==> src/hw/rtl/dda_pkg.sv <==
// dda_pkg: shared constants, payload structs and command codes for the DDA line rasterizer.
// No dependencies; used by every module in hw/rtl.
package dda_pkg;

    // Widths and fixed-point format
    localparam int COORD_BITS = 10;
    localparam int FRAC_BITS  = 16;
    localparam int POS_BITS   = COORD_BITS + FRAC_BITS;
    localparam int INC_BITS   = FRAC_BITS + 2;
    localparam int QUO_BITS   = FRAC_BITS + 1;
    localparam int CNT_BITS   = $clog2(FRAC_BITS);
    localparam int COLOR_BITS = 24;

    localparam logic [COLOR_BITS-1:0] COLOR_RESET = 24'hB3B3B3;

    // Work queue sizing
    localparam int FIFO_DEPTH = 4;
    localparam int FIFO_AW    = $clog2(FIFO_DEPTH);

    typedef logic [COORD_BITS-1:0] coord_t;
    typedef logic [COLOR_BITS-1:0] color_t;

    typedef enum logic
    {
        CMD_LOAD = 1'b0,
        CMD_STEP = 1'b1
    } cmd_t;

    // Input transfer payload
    typedef struct packed
    {
        cmd_t   cmd;
        coord_t x_start;
        coord_t y_start;
        coord_t x_end;
        coord_t y_end;
    } cmd_item_t;

    // Output transfer payload
    typedef struct packed
    {
        coord_t pixel_x;
        coord_t pixel_y;
        color_t pixel_color;
        logic   last_pixel;
    } pix_item_t;

    // Classified work entry held in the queue
    typedef struct packed
    {
        cmd_t   kind;
        coord_t x_start;
        coord_t y_start;
        coord_t dx_mag;
        coord_t dy_mag;
        coord_t steps;
        logic   x_neg;
        logic   y_neg;
    } work_t;

    // Queue status seen by front and back
    typedef struct packed
    {
        logic full;
        logic empty;
    } q_status_t;

endpackage

==> src/hw/rtl/dda_line_rasterizer_unit.sv <==
// DDA line rasterizer top level: front classifier, 4-entry work queue, back executor.
// Step transfer: pixel registered when the back pops it; one per cycle unless the output
// stalls or a load divides. Load transfer: no result; holds the back while the bit-serial
// divider runs (one quotient bit per cycle per axis). Up to 4 transfers queue meanwhile.
// Reset (rst_n, async, active low): idle, queue empty, line_color = 0xB3B3B3.
// Depends on dda_pkg, dda_front, dda_queue, dda_back.
module dda_line_rasterizer_unit
(
    input  logic                          clk,
    input  logic                          rst_n,
    input  logic                          cfg_we,
    input  logic [dda_pkg::COLOR_BITS-1:0] cfg_wdata,
    input  logic                          cmd_valid,
    output logic                          cmd_stall,
    input  dda_pkg::cmd_item_t            cmd_item,
    output logic                          pix_valid,
    input  logic                          pix_stall,
    output dda_pkg::pix_item_t            pix_item
);

    dda_pkg::color_t    line_color_reg;
    dda_pkg::q_status_t q_status;
    dda_pkg::work_t     push_item;
    dda_pkg::work_t     head;
    logic               push;
    logic               pop;

    // Color register
    always_ff @(posedge clk or negedge rst_n)
    begin
        if (!rst_n)
        begin
            line_color_reg <= dda_pkg::COLOR_RESET;
        end
        else if (cfg_we)
        begin
            line_color_reg <= cfg_wdata;
        end
    end

    dda_front u_front
    (
        .cmd_valid (cmd_valid),
        .cmd_stall (cmd_stall),
        .cmd_item  (cmd_item),
        .q_status  (q_status),
        .push      (push),
        .push_item (push_item)
    );

    dda_queue u_queue
    (
        .clk       (clk),
        .rst_n     (rst_n),
        .push      (push),
        .push_item (push_item),
        .pop       (pop),
        .head      (head),
        .q_status  (q_status)
    );

    dda_back u_back
    (
        .clk        (clk),
        .rst_n      (rst_n),
        .head       (head),
        .q_status   (q_status),
        .pop        (pop),
        .line_color (line_color_reg),
        .pix_valid  (pix_valid),
        .pix_stall  (pix_stall),
        .pix_item   (pix_item)
    );

endmodule

==> src/hw/rtl/dda_front.sv <==
// dda_front: accepts command transfers and classifies them into work entries
// (deltas, directions, step count). Depends on dda_pkg.
module dda_front
(
    input  logic               cmd_valid,
    output logic               cmd_stall,
    input  dda_pkg::cmd_item_t cmd_item,
    input  dda_pkg::q_status_t q_status,
    output logic               push,
    output dda_pkg::work_t     push_item
);

    dda_pkg::coord_t dx_mag;
    dda_pkg::coord_t dy_mag;
    logic            x_neg;
    logic            y_neg;

    // Absolute deltas and direction
    always_comb
    begin
        x_neg  = cmd_item.x_end < cmd_item.x_start;
        y_neg  = cmd_item.y_end < cmd_item.y_start;
        dx_mag = x_neg ? (cmd_item.x_start - cmd_item.x_end)
                       : (cmd_item.x_end - cmd_item.x_start);
        dy_mag = y_neg ? (cmd_item.y_start - cmd_item.y_end)
                       : (cmd_item.y_end - cmd_item.y_start);
    end

    // Build the queue entry; step count is the larger delta
    always_comb
    begin
        push_item.kind    = cmd_item.cmd;
        push_item.x_start = cmd_item.x_start;
        push_item.y_start = cmd_item.y_start;
        push_item.dx_mag  = dx_mag;
        push_item.dy_mag  = dy_mag;
        push_item.steps   = (dx_mag > dy_mag) ? dx_mag : dy_mag;
        push_item.x_neg   = x_neg;
        push_item.y_neg   = y_neg;
    end

    // Transfer happens whenever the queue has room
    assign cmd_stall = q_status.full;
    assign push      = cmd_valid && !q_status.full;

endmodule

==> src/hw/rtl/dda_queue.sv <==
// dda_queue: small FIFO of classified work entries between front and back.
// Depends on dda_pkg.
module dda_queue
(
    input  logic               clk,
    input  logic               rst_n,
    input  logic               push,
    input  dda_pkg::work_t     push_item,
    input  logic               pop,
    output dda_pkg::work_t     head,
    output dda_pkg::q_status_t q_status
);

    dda_pkg::work_t                 entries [dda_pkg::FIFO_DEPTH];
    logic [dda_pkg::FIFO_AW-1:0]    wr_ptr_reg;
    logic [dda_pkg::FIFO_AW-1:0]    rd_ptr_reg;
    logic [dda_pkg::FIFO_AW:0]      count_reg;
    logic [dda_pkg::FIFO_AW:0]      count_next;

    // Entry storage
    always_ff @(posedge clk)
    begin
        if (push)
        begin
            entries[wr_ptr_reg] <= push_item;
        end
    end

    // Occupancy
    always_comb
    begin
        count_next = count_reg;
        if (push && !pop)
        begin
            count_next = count_reg + 1'b1;
        end
        else if (pop && !push)
        begin
            count_next = count_reg - 1'b1;
        end
    end

    // Pointers and count
    always_ff @(posedge clk or negedge rst_n)
    begin
        if (!rst_n)
        begin
            wr_ptr_reg <= '0;
            rd_ptr_reg <= '0;
            count_reg  <= '0;
        end
        else
        begin
            if (push)
            begin
                wr_ptr_reg <= wr_ptr_reg + 1'b1;
            end
            if (pop)
            begin
                rd_ptr_reg <= rd_ptr_reg + 1'b1;
            end
            count_reg <= count_next;
        end
    end

    assign head           = entries[rd_ptr_reg];
    assign q_status.full  = count_reg == (dda_pkg::FIFO_AW+1)'(dda_pkg::FIFO_DEPTH);
    assign q_status.empty = count_reg == '0;

endmodule

==> src/hw/rtl/dda_back.sv <==
// dda_back: executes queued work: iterative increment division on loads,
// position stepping and the registered pixel output. Depends on dda_pkg.
module dda_back
(
    input  logic               clk,
    input  logic               rst_n,
    input  dda_pkg::work_t     head,
    input  dda_pkg::q_status_t q_status,
    output logic               pop,
    input  dda_pkg::color_t    line_color,
    output logic               pix_valid,
    input  logic               pix_stall,
    output dda_pkg::pix_item_t pix_item
);

    typedef enum logic
    {
        ST_RUN,
        ST_DIV
    } state_t;

    state_t state_reg;
    state_t state_next;

    logic [dda_pkg::POS_BITS-1:0]          pos_x_reg, pos_x_next;
    logic [dda_pkg::POS_BITS-1:0]          pos_y_reg, pos_y_next;
    logic signed [dda_pkg::INC_BITS-1:0]   inc_x_reg, inc_x_next;
    logic signed [dda_pkg::INC_BITS-1:0]   inc_y_reg, inc_y_next;
    dda_pkg::coord_t                       steps_left_reg, steps_left_next;

    // Divider state
    dda_pkg::coord_t                       dvs_reg, dvs_next;
    dda_pkg::coord_t                       rem_x_reg, rem_x_next;
    dda_pkg::coord_t                       rem_y_reg, rem_y_next;
    logic [dda_pkg::QUO_BITS-1:0]          quo_x_reg, quo_x_next;
    logic [dda_pkg::QUO_BITS-1:0]          quo_y_reg, quo_y_next;
    logic [dda_pkg::CNT_BITS-1:0]          cnt_reg, cnt_next;
    logic                                  neg_x_reg, neg_x_next;
    logic                                  neg_y_reg, neg_y_next;

    logic                                  pix_valid_reg, pix_valid_next;
    dda_pkg::pix_item_t                    pix_item_reg, pix_item_next;

    logic                                  out_free;
    logic                                  x_whole;
    logic                                  y_whole;
    logic [dda_pkg::COORD_BITS:0]          trial_x;
    logic [dda_pkg::COORD_BITS:0]          trial_y;
    logic                                  ge_x;
    logic                                  ge_y;

    // One restoring-division step per cycle for each axis
    always_comb
    begin
        trial_x = {rem_x_reg, 1'b0};
        trial_y = {rem_y_reg, 1'b0};
        ge_x    = trial_x >= {1'b0, dvs_reg};
        ge_y    = trial_y >= {1'b0, dvs_reg};
    end

    // Next-state logic
    always_comb
    begin
        state_next      = state_reg;
        pos_x_next      = pos_x_reg;
        pos_y_next      = pos_y_reg;
        inc_x_next      = inc_x_reg;
        inc_y_next      = inc_y_reg;
        steps_left_next = steps_left_reg;
        dvs_next        = dvs_reg;
        rem_x_next      = rem_x_reg;
        rem_y_next      = rem_y_reg;
        quo_x_next      = quo_x_reg;
        quo_y_next      = quo_y_reg;
        cnt_next        = cnt_reg;
        neg_x_next      = neg_x_reg;
        neg_y_next      = neg_y_reg;
        pix_valid_next  = pix_valid_reg;
        pix_item_next   = pix_item_reg;
        pop             = 1'b0;

        // delta never exceeds the step count, so the integer part is 0 or 1
        x_whole  = head.dx_mag == head.steps;
        y_whole  = head.dy_mag == head.steps;
        out_free = !pix_valid_reg || !pix_stall;

        if (pix_valid_reg && !pix_stall)
        begin
            pix_valid_next = 1'b0;
        end

        case (state_reg)
            ST_RUN:
            begin
                if (!q_status.empty)
                begin
                    if (head.kind == dda_pkg::CMD_LOAD)
                    begin
                        // New line: latch start and set up the division
                        pop             = 1'b1;
                        pos_x_next      = {head.x_start, {dda_pkg::FRAC_BITS{1'b0}}};
                        pos_y_next      = {head.y_start, {dda_pkg::FRAC_BITS{1'b0}}};
                        steps_left_next = head.steps;
                        dvs_next        = head.steps;
                        neg_x_next      = head.x_neg;
                        neg_y_next      = head.y_neg;
                        rem_x_next      = x_whole ? '0 : head.dx_mag;
                        rem_y_next      = y_whole ? '0 : head.dy_mag;
                        quo_x_next      = dda_pkg::QUO_BITS'(x_whole);
                        quo_y_next      = dda_pkg::QUO_BITS'(y_whole);
                        cnt_next        = '0;
                        if (head.steps == '0)
                        begin
                            inc_x_next = '0;
                            inc_y_next = '0;
                        end
                        else
                        begin
                            state_next = ST_DIV;
                        end
                    end
                    else if (steps_left_reg == '0)
                    begin
                        // Step with no line in progress: dropped
                        pop = 1'b1;
                    end
                    else if (out_free)
                    begin
                        // Emit current pixel, then advance
                        pop                       = 1'b1;
                        pix_valid_next            = 1'b1;
                        pix_item_next.pixel_x     =
                            pos_x_reg[dda_pkg::POS_BITS-1 -: dda_pkg::COORD_BITS];
                        pix_item_next.pixel_y     =
                            pos_y_reg[dda_pkg::POS_BITS-1 -: dda_pkg::COORD_BITS];
                        pix_item_next.pixel_color = line_color;
                        pix_item_next.last_pixel  = steps_left_reg == dda_pkg::COORD_BITS'(1);
                        pos_x_next      = pos_x_reg + dda_pkg::POS_BITS'(inc_x_reg);
                        pos_y_next      = pos_y_reg + dda_pkg::POS_BITS'(inc_y_reg);
                        steps_left_next = steps_left_reg - 1'b1;
                    end
                end
            end

            ST_DIV:
            begin
                rem_x_next = ge_x ? dda_pkg::COORD_BITS'(trial_x - {1'b0, dvs_reg})
                                  : trial_x[dda_pkg::COORD_BITS-1:0];
                rem_y_next = ge_y ? dda_pkg::COORD_BITS'(trial_y - {1'b0, dvs_reg})
                                  : trial_y[dda_pkg::COORD_BITS-1:0];
                quo_x_next = {quo_x_reg[dda_pkg::QUO_BITS-2:0], ge_x};
                quo_y_next = {quo_y_reg[dda_pkg::QUO_BITS-2:0], ge_y};
                cnt_next   = cnt_reg + 1'b1;
                if (cnt_reg == dda_pkg::CNT_BITS'(dda_pkg::FRAC_BITS - 1))
                begin
                    // Last fraction bit: apply the direction and finish
                    inc_x_next = neg_x_reg ? -dda_pkg::INC_BITS'(quo_x_next)
                                           : dda_pkg::INC_BITS'(quo_x_next);
                    inc_y_next = neg_y_reg ? -dda_pkg::INC_BITS'(quo_y_next)
                                           : dda_pkg::INC_BITS'(quo_y_next);
                    state_next = ST_RUN;
                end
            end

            default:
            begin
                state_next = ST_RUN;
            end
        endcase
    end

    // State and registered outputs
    always_ff @(posedge clk or negedge rst_n)
    begin
        if (!rst_n)
        begin
            state_reg      <= ST_RUN;
            pos_x_reg      <= '0;
            pos_y_reg      <= '0;
            inc_x_reg      <= '0;
            inc_y_reg      <= '0;
            steps_left_reg <= '0;
            dvs_reg        <= '0;
            rem_x_reg      <= '0;
            rem_y_reg      <= '0;
            quo_x_reg      <= '0;
            quo_y_reg      <= '0;
            cnt_reg        <= '0;
            neg_x_reg      <= 1'b0;
            neg_y_reg      <= 1'b0;
            pix_valid_reg  <= 1'b0;
            pix_item_reg   <= '0;
        end
        else
        begin
            state_reg      <= state_next;
            pos_x_reg      <= pos_x_next;
            pos_y_reg      <= pos_y_next;
            inc_x_reg      <= inc_x_next;
            inc_y_reg      <= inc_y_next;
            steps_left_reg <= steps_left_next;
            dvs_reg        <= dvs_next;
            rem_x_reg      <= rem_x_next;
            rem_y_reg      <= rem_y_next;
            quo_x_reg      <= quo_x_next;
            quo_y_reg      <= quo_y_next;
            cnt_reg        <= cnt_next;
            neg_x_reg      <= neg_x_next;
            neg_y_reg      <= neg_y_next;
            pix_valid_reg  <= pix_valid_next;
            pix_item_reg   <= pix_item_next;
        end
    end

    assign pix_valid = pix_valid_reg;
    assign pix_item  = pix_item_reg;

    // Checks
    a_no_pop_in_div: assert property (@(posedge clk) disable iff (!rst_n)
        state_reg == ST_DIV |-> !pop)
        else $error("queue popped while dividing");

    a_pop_not_empty: assert property (@(posedge clk) disable iff (!rst_n)
        pop |-> !q_status.empty)
        else $error("pop from empty queue");

    a_div_nonzero: assert property (@(posedge clk) disable iff (!rst_n)
        state_reg == ST_DIV |-> dvs_reg != '0)
        else $error("division by zero step count");

    a_last_ends_line: assert property (@(posedge clk) disable iff (!rst_n)
        (pop && head.kind == dda_pkg::CMD_STEP
            && steps_left_reg == dda_pkg::COORD_BITS'(1)) |=> steps_left_reg == '0)
        else $error("line did not end after last pixel");

endmodule

==> config.mk <==
export PLATFORM = sky130hd
export DESIGN_NAME = dda_line_rasterizer_unit
export DESIGN_NICKNAME = d
export VERILOG_FILES = /design/src/hw/rtl/dda_pkg.sv /design/src/hw/rtl/dda_line_rasterizer_unit.sv /design/src/hw/rtl/dda_front.sv /design/src/hw/rtl/dda_queue.sv /design/src/hw/rtl/dda_back.sv
export SDC_FILE = /design/constraint.sdc
export NUM_CORES = 1
export LEC_CHECK = 0
export ABC_AREA = 1
export BUFFER_PORTS_ARGS = -buffer_cell sky130_fd_sc_hd__buf_4
export CORE_ASPECT_RATIO = 0.7
export CORE_UTILIZATION = 55
export CTS_CLUSTER_DIAMETER = 50
export DETAILED_ROUTE_END_ITERATION = 8
export PLACE_DENSITY = 0.78
export SLEW_MARGIN = 10
export SYNTH_ARGS = -nofsm -noshare
export SYNTH_HDL_FRONTEND = slang
export SYNTH_HIERARCHICAL = 1
export SYNTH_SLANG_ARGS = --single-unit
==> constraint.sdc <==
create_clock -name clk -period 3.1 [get_ports clk]
set_input_delay 0.31 -clock clk [delete_from_list [all_inputs] [get_ports clk]]
set_output_delay 0.31 -clock clk [all_outputs]
set_load 0.005 [all_outputs]
==> impl_metrics.yaml, run 1 <==
logic_synthesis:
  seq_area_frac_synth_pct: 46.3
  netlist.area_leader.share_pct: 23.6
  netlist_top_cells_area: "sky130_fd_sc_hd__edfxtp_1, sky130_fd_sc_hd__dfrtp_1, sky130_fd_sc_hd__nand2_1, sky130_fd_sc_hd__ha_1, sky130_fd_sc_hd__inv_1"
  synth.yosys.warnings: 6
  synth_area_leader: "sky130_fd_sc_hd__edfxtp_1"
  edff_count_synth: 212
  synth_async_reset_ratio_pct: 53.5
  most_used_standard_cell_by_instance_count_after_synthesis: "sky130_fd_sc_hd__nand2_1"
  synth.net_count: 3434
  avgSynthCellArea_um2: 8.37
  synthesis.area_um2: 27000
  yosys_register_bits: 456
  synthesis.instances: 3227
  synthFlopType: "sky130_fd_sc_hd__dfrtp_1"
  netlist-cell-type-count: 55
  synth_top_cells_by_count: "sky130_fd_sc_hd__nand2_1, sky130_fd_sc_hd__inv_1, sky130_fd_sc_hd__dfrtp_1"
floorplan:
  ios: 117
  floorplan.die_area_um2: 50000
  dieHeight_um: 187
  dieWidth_um: 267
  initial_core_utilization_pct: 56.1
  std_cell_rows: 67
  core-area_um2: 48100
timing:
  layout_worst_path_cycle_share_pct: 92.8
  finalClockSkew_ps: 20.3
  report.final.setup_viol: 0
  rsz_0062_raised_after_global_routing: "false"
  final_max_slew_viol_count: 0
  max_freq_mhz: 348
  hold_violations: 0
  timing.max_slew.rel_slack_pct: 51.7
  tightestPinTransition_ps: 724
  final_period_minus_worst_setup_slack_ps: 2880
  hold_ws_ps: 60.2
  finalWorstSetupSlack_ps: 223
drt:
  num_vias: 22500
  drt_drc_violations_left: 0
  wirelength_um: 68800
  viasPerCell: 5.44
  first_pass_iters: 5
  drt.antenna.violating_nets: 0
  wire_per_inst_um: 16.6
  detail_route.iter0.violations: 2314
layout:
  stdcell_area_um2: 31000
  largest_reg_flops: 212
  nets: 3655
  n_antenna_cell: 0
  layout.core_utilization_pct: 64.5
  synthToLayoutAreaGrowth_pct: 15.0
  layout-drive-gt1-share_pct: 14.6
worst_setup_path:
  cpPeakStageDelay_ps: 610
  critPathCaptureType: "register"
  critical_path_peak_fanout: 21
  setup.worst_path.start_class: "register"
  crit_path_cell_trace: "nand2_1 -> o211ai_2 -> nand2_2 -> a41oi_2 -> inv_1 -> ha_1 -> inv_1 -> fa_1 -> nand2_1 -> nand3_1 -> nand2_1 -> nand2_1"
  path_buf_inv: 2
  worst-setup-path-type: "reg2reg"
  cp_common_cell: "sky130_fd_sc_hd__nand2_1"
  crit_slowest_cell: "sky130_fd_sc_hd__dfrtp_4"
  cpLargestDelayFamily: "simple AND/OR/NAND/NOR gates"
  critPathRequiredTime_ps: 3550
  cp.arrival_ps: 3330
power_and_ir_drop:
  max-vdd-ir-drop_mv: 0.710
  power_per_cell_area_nw_per_um2: 950
  total_power_w: 0.0295
  power_leakage_nw: 15.1
clock_network:
  clock_sink_count: 456
  cts_max_level: 2
  tritoncts.num_buffers: 48
  tritoncts: "done"
  cts.reportedPaths.clkPinSlew_ps: 60
  clock_latency_ps: 570
  cts_root_buf: "sky130_fd_sc_hd__clkbuf_16"
  cts-root-to-sink-buffers: 3
placement:
  gpl.final_weighted_congestion: 0.965
  pre_cts_ws_ps: -278
  dpl.hpwl_um: 49400
  placement.cell_area_um2: 29100
  port_buffers: 116
run:
  maxCapViolCount: 0
global_routing:
  grt_start_max_net_pins: 89
  grt_antenna_before_repair: 0
  globalRoute.totalOverflow: 0
  gr-usage-all-layers_pct: 27.8
  first_pass_grt_wire_length_um: 111000
  grt_pass1_vias: 21200
outcome:
  outcome: "finished clean"
hold_path:
  min_path_type: "in2reg"
## placed cells by master (no fill, tap or decap), drive strengths merged, types with 4 or more instances in the layout
cell         instances
a22o                 5
nand4               39
o21ai              160
inv                419
a21oi              137
dlygate4sd3         27
buf                273
o211ai             124
dfstp               15
dfrtp              229
fa                   9
clkinvlp             4
a31oi                6
xnor2               31
xor2                42
bufinv               5
nand2             1087
nand3              147
o31ai                8
clkinv              19
ha                 128
o21bai              11
and2                 7
o22ai               36
clkbuf              61
nor2               198
edfxtp             212
nor3                21
a21o                 4
o21a                10
## cell families (layout without fill, tap and decap cells)
logic type | Yosys count | in the layout | share of synthesized area (%)
flip-flops | 456 | 456 | 46.3
AO/OA/AOI/OAI | 504 | 504 | 12.4
AND/OR/NAND/NOR | 1510 | 1510 | 23.0
adder cells (fa/ha/maj) | 137 | 137 | 6.60
XOR/XNOR | 73 | 73 | 2.37
buffers and inverters | 547 | 808 | 9.35
## stage by stage
stage / TNS (ps) / std cells
after global placement: -7290 / 4025
after floorplan: 0 / 3227
after CTS: 0 / 4142
after detailed placement: -8910 / 4025
after global routing: 0 / 4143
final: 0 / 4143
## repair_timing
action,4_1_cts,5_1_grt
endpoints found under the setup margin,0,15
hold endpoints to repair,105,0
buffers inserted,0,1
hold buffers,27,0
gates resized for setup,0,9
## path summary, 6_finish.rpt
path,slack [ps],from,cells after the start,endpoint
max in group asynchronous,1890,rst_n,3,u_back/inc_x_reg[15]
worst min register to register,460,line_color_reg[5],2,line_color_reg[5]
worst max-delay path,220,u_queue/rd_ptr_reg[0],12,u_queue/count_reg[2]
worst min-delay path,60,cmd_item[22],2,u_queue/entries[2][34]
min in group asynchronous,340,rst_n,2,u_queue/wr_ptr_reg[0]
worst max register to register,220,u_queue/rd_ptr_reg[0],12,u_queue/count_reg[2]
## layer usage
metal / GRT usage [%] / part of all wire (%) / vias to the layer above
li1: - / - / 11000
met1: 42.0 / 47 / 10600
met2: 40.8 / 42 / 839
met3: 4.92 / 8.5 / 109
met4: 7.96 / 2.6 / 0
met5: 0 / 0 / -
## power by group
part	total [W]	internal (W)	leakage, nW	switching (W)
registers	0.00925	0.00821	5.07	0.00105
logic	0.0143	0.00496	9.24	0.00930
clock network	0.00597	0.00352	0.810	0.00245
## cell type report
cell class | instances | area, um^2
Clock buffer | 61 | 1340
Clock inverter | 29 | 335
Fill cell | 3922 | 17100
Inverter | 418 | 1590
Multi-Input combinational cell | 2224 | 12000
Sequential cell | 456 | 12500
Tap cell | 655 | 820
Timing Repair Buffer | 300 | 2450
No activity file was read; power rests on OpenSTA's default activity.
==> run 2: changes to the inputs <==
--- a/config.mk
+++ b/config.mk
@@ -8,9 +8,12 @@
 export ABC_AREA = 1
 export BUFFER_PORTS_ARGS = -buffer_cell sky130_fd_sc_hd__buf_4
+export CELL_PAD_IN_SITES_DETAIL_PLACEMENT = 0
+export CELL_PAD_IN_SITES_GLOBAL_PLACEMENT = 1
 export CORE_ASPECT_RATIO = 0.7
-export CORE_UTILIZATION = 55
+export CORE_UTILIZATION = 49
+export CTS_BUF_LIST = sky130_fd_sc_hd__clkbuf_4
 export CTS_CLUSTER_DIAMETER = 50
 export DETAILED_ROUTE_END_ITERATION = 8
-export PLACE_DENSITY = 0.78
+export PLACE_DENSITY = 0.89
 export SLEW_MARGIN = 10
 export SYNTH_ARGS = -nofsm -noshare
==> constraint.sdc (replaced) <==
create_clock -name clk -period 3.1 [get_ports clk]
set_input_delay 0.31 -clock clk [delete_from_list [all_inputs] [get_ports clk]]
set_output_delay 0.31 -clock clk [all_outputs]
set_load 0.05 [all_outputs]
==> impl_metrics.yaml, run 2 (synthesis results as in run 1) <==
layout:
  most-common-layout-cells: "sky130_fd_sc_hd__nand2_1, sky130_fd_sc_hd__inv_1, sky130_fd_sc_hd__buf_4"
  layout.core_utilization_pct: 59.3
  nets: 3823
  most_common_library_cell_in_the_layout_ignoring_fill_and_taps: "sky130_fd_sc_hd__nand2_1"
  largest_reg_flops: 212
  stdcell_count: 4433
  synthToLayoutAreaGrowth_pct: 18.8
  layout-drive-gt1-share_pct: 18.3
drt:
  num_vias: 23400
  first_pass_iters: 7
  viasPerCell: 5.28
  met1_length_um: 36900
  routed-wl-met3_um: 5120
  wirelength_um: 74700
  detail_route.iter0.violations: 2040
  wl_met2_um: 31400
  highest_routed_layer: "met4"
  wire_per_inst_um: 16.9
  drt.antenna.violating_nets: 0
  drt_drc_violations_left: 0
timing:
  timing.max_slew.rel_slack_pct: 49.3
  report.final.setup_viol: 0
  max_freq_mhz: 334
  tightestPinTransition_ps: 761
  final_max_slew_viol_count: 0
  layout_worst_path_cycle_share_pct: 96.6
  hold_violations: 0
  hold_ws_ps: 27.1
  setup_total_negative_slack_ps: 0
  finalWorstSetupSlack_ps: 105
  final_period_minus_worst_setup_slack_ps: 3000
  finalClockSkew_ps: 69.4
clock_network:
  cts-root-to-sink-buffers: 3
  cts_root_buf: "sky130_fd_sc_hd__clkbuf_4"
  tritoncts.num_buffers: 108
  cts_max_level: 3
  clock_sink_count: 456
  tritoncts: "done"
  cts.reportedPaths.clkPinSlew_ps: 70
  clock_latency_ps: 870
outcome:
  outcome: "finished clean"
floorplan:
  std_cell_rows: 71
  ios: 117
  dieHeight_um: 198
  core-area_um2: 54100
  dieWidth_um: 283
  floorplan.die_area_um2: 56100
  initial_core_utilization_pct: 49.9
worst_setup_path:
  worst-setup-path-type: "in2reg"
  critical_path_peak_fanout: 5
  critPathCaptureType: "register"
  critPathRequiredTime_ps: 3650
  timing.rr.end: "u_back/pos_x_reg[4]"
  regToRegStartpoint: "u_queue/rd_ptr_reg[0]"
  worst_case_reg_to_reg_path_depth: 11
  cp.arrival_ps: 3550
  crit_start: "cmd_item[30]"
  setup.worst_path.start_class: "input port"
  reg2reg_setup_slack_ps: 250
power_and_ir_drop:
  max-vdd-ir-drop_mv: 0.696
  power_per_cell_area_nw_per_um2: 936
  power_leakage_nw: 15.6
placement:
  dpl.hpwl_um: 53900
  place_inst: 4138
  pre_cts_ws_ps: -287
  port_buffers: 116
  gpl.final_weighted_congestion: 0.930
run:
  maxCapViolCount: 0
global_routing:
  grt_pass1_vias: 22700
  grt_antenna_before_repair: 1
  globalRoute.totalOverflow: 0
  gr-usage-all-layers_pct: 27.2
  grt_start_max_net_pins: 91
  first_pass_grt_wire_length_um: 119000
hold_path:
  min_path_type: "in2async"
run 2: stage by stage:
stage | area, um^2 | power, W
after floorplan | 27000 | 0.0202
after global placement | 29500 | 0.0241
after detailed placement | 29500 | 0.0246
after CTS | 31900 | 0.0299
after global routing | 32100 | 0.0322
final | 32100 | 0.0300
run 2: report_power, final:
group	switching [W]	total, W	internal [W]
registers	0.00104	0.00924	0.00820
clock network	0.00244	0.00507	0.00263
logic	0.0104	0.0157	0.00526
run 2: timing repair:
action / CTS / global route
endpoints found under the setup margin: 0 / 43
hold buffers: 96 / 0
buffers inserted: 0 / 2
hold endpoints to repair: 249 / 0
gates resized for setup: 0 / 48
run 2: area by class of cell:
class                           count  area [um^2]
Fill cell                        4737        22000
Sequential cell                   456        12500
Multi-Input combinational cell   2224        12100
Timing Repair Buffer              408         3480
Inverter                          418         1590
Clock buffer                      167         1250
Tap cell                          730          913
Clock inverter                     28          185
Antenna cell                        2         5.00
run 2: worst max path at each step:
stage                     slack (ps)                endpoint  depth (start not counted)
final                            100   u_queue/entries[2][9]                         24
after global routing             -20   u_queue/entries[2][9]                         23
after CTS                        100    u_back/inc_y_reg[16]                         21
after detailed placement        -290   u_queue/entries[2][2]                         21
after global placement          -250   u_queue/entries[2][9]                         24
after floorplan                   80  u_queue/entries[0][10]                         22
run 2: metal layers:
metal / global-route usage, % / up-vias
met4: 7.51 / 0
met5: 0 / -
li1: - / 11400
met3: 5.45 / 89
met2: 40.1 / 702
met1: 40.3 / 11200
run 2: critical path, cell delays in order:
cell and delay, ps:
sky130_fd_sc_hd__dlygate4sd3_1 530, sky130_fd_sc_hd__buf_4 120, sky130_fd_sc_hd__ha_2 180, sky130_fd_sc_hd__inv_1 60, sky130_fd_sc_hd__fa_2 340, sky130_fd_sc_hd__nand3_1 100
sky130_fd_sc_hd__nand2_2 70, sky130_fd_sc_hd__nand2_2 80, sky130_fd_sc_hd__nand2_4 70, sky130_fd_sc_hd__a21oi_4 220, sky130_fd_sc_hd__buf_4 140, sky130_fd_sc_hd__nand2_1 60
sky130_fd_sc_hd__nand2_1 70, sky130_fd_sc_hd__inv_1 60, sky130_fd_sc_hd__ha_1 260, sky130_fd_sc_hd__nand2_1 110, sky130_fd_sc_hd__nor2_2 60, sky130_fd_sc_hd__o211ai_1 90
sky130_fd_sc_hd__nand3_1 120, sky130_fd_sc_hd__nand2_2 110, sky130_fd_sc_hd__inv_2 60, sky130_fd_sc_hd__buf_4 140, sky130_fd_sc_hd__nand3_1 80, sky130_fd_sc_hd__nand2_1 110
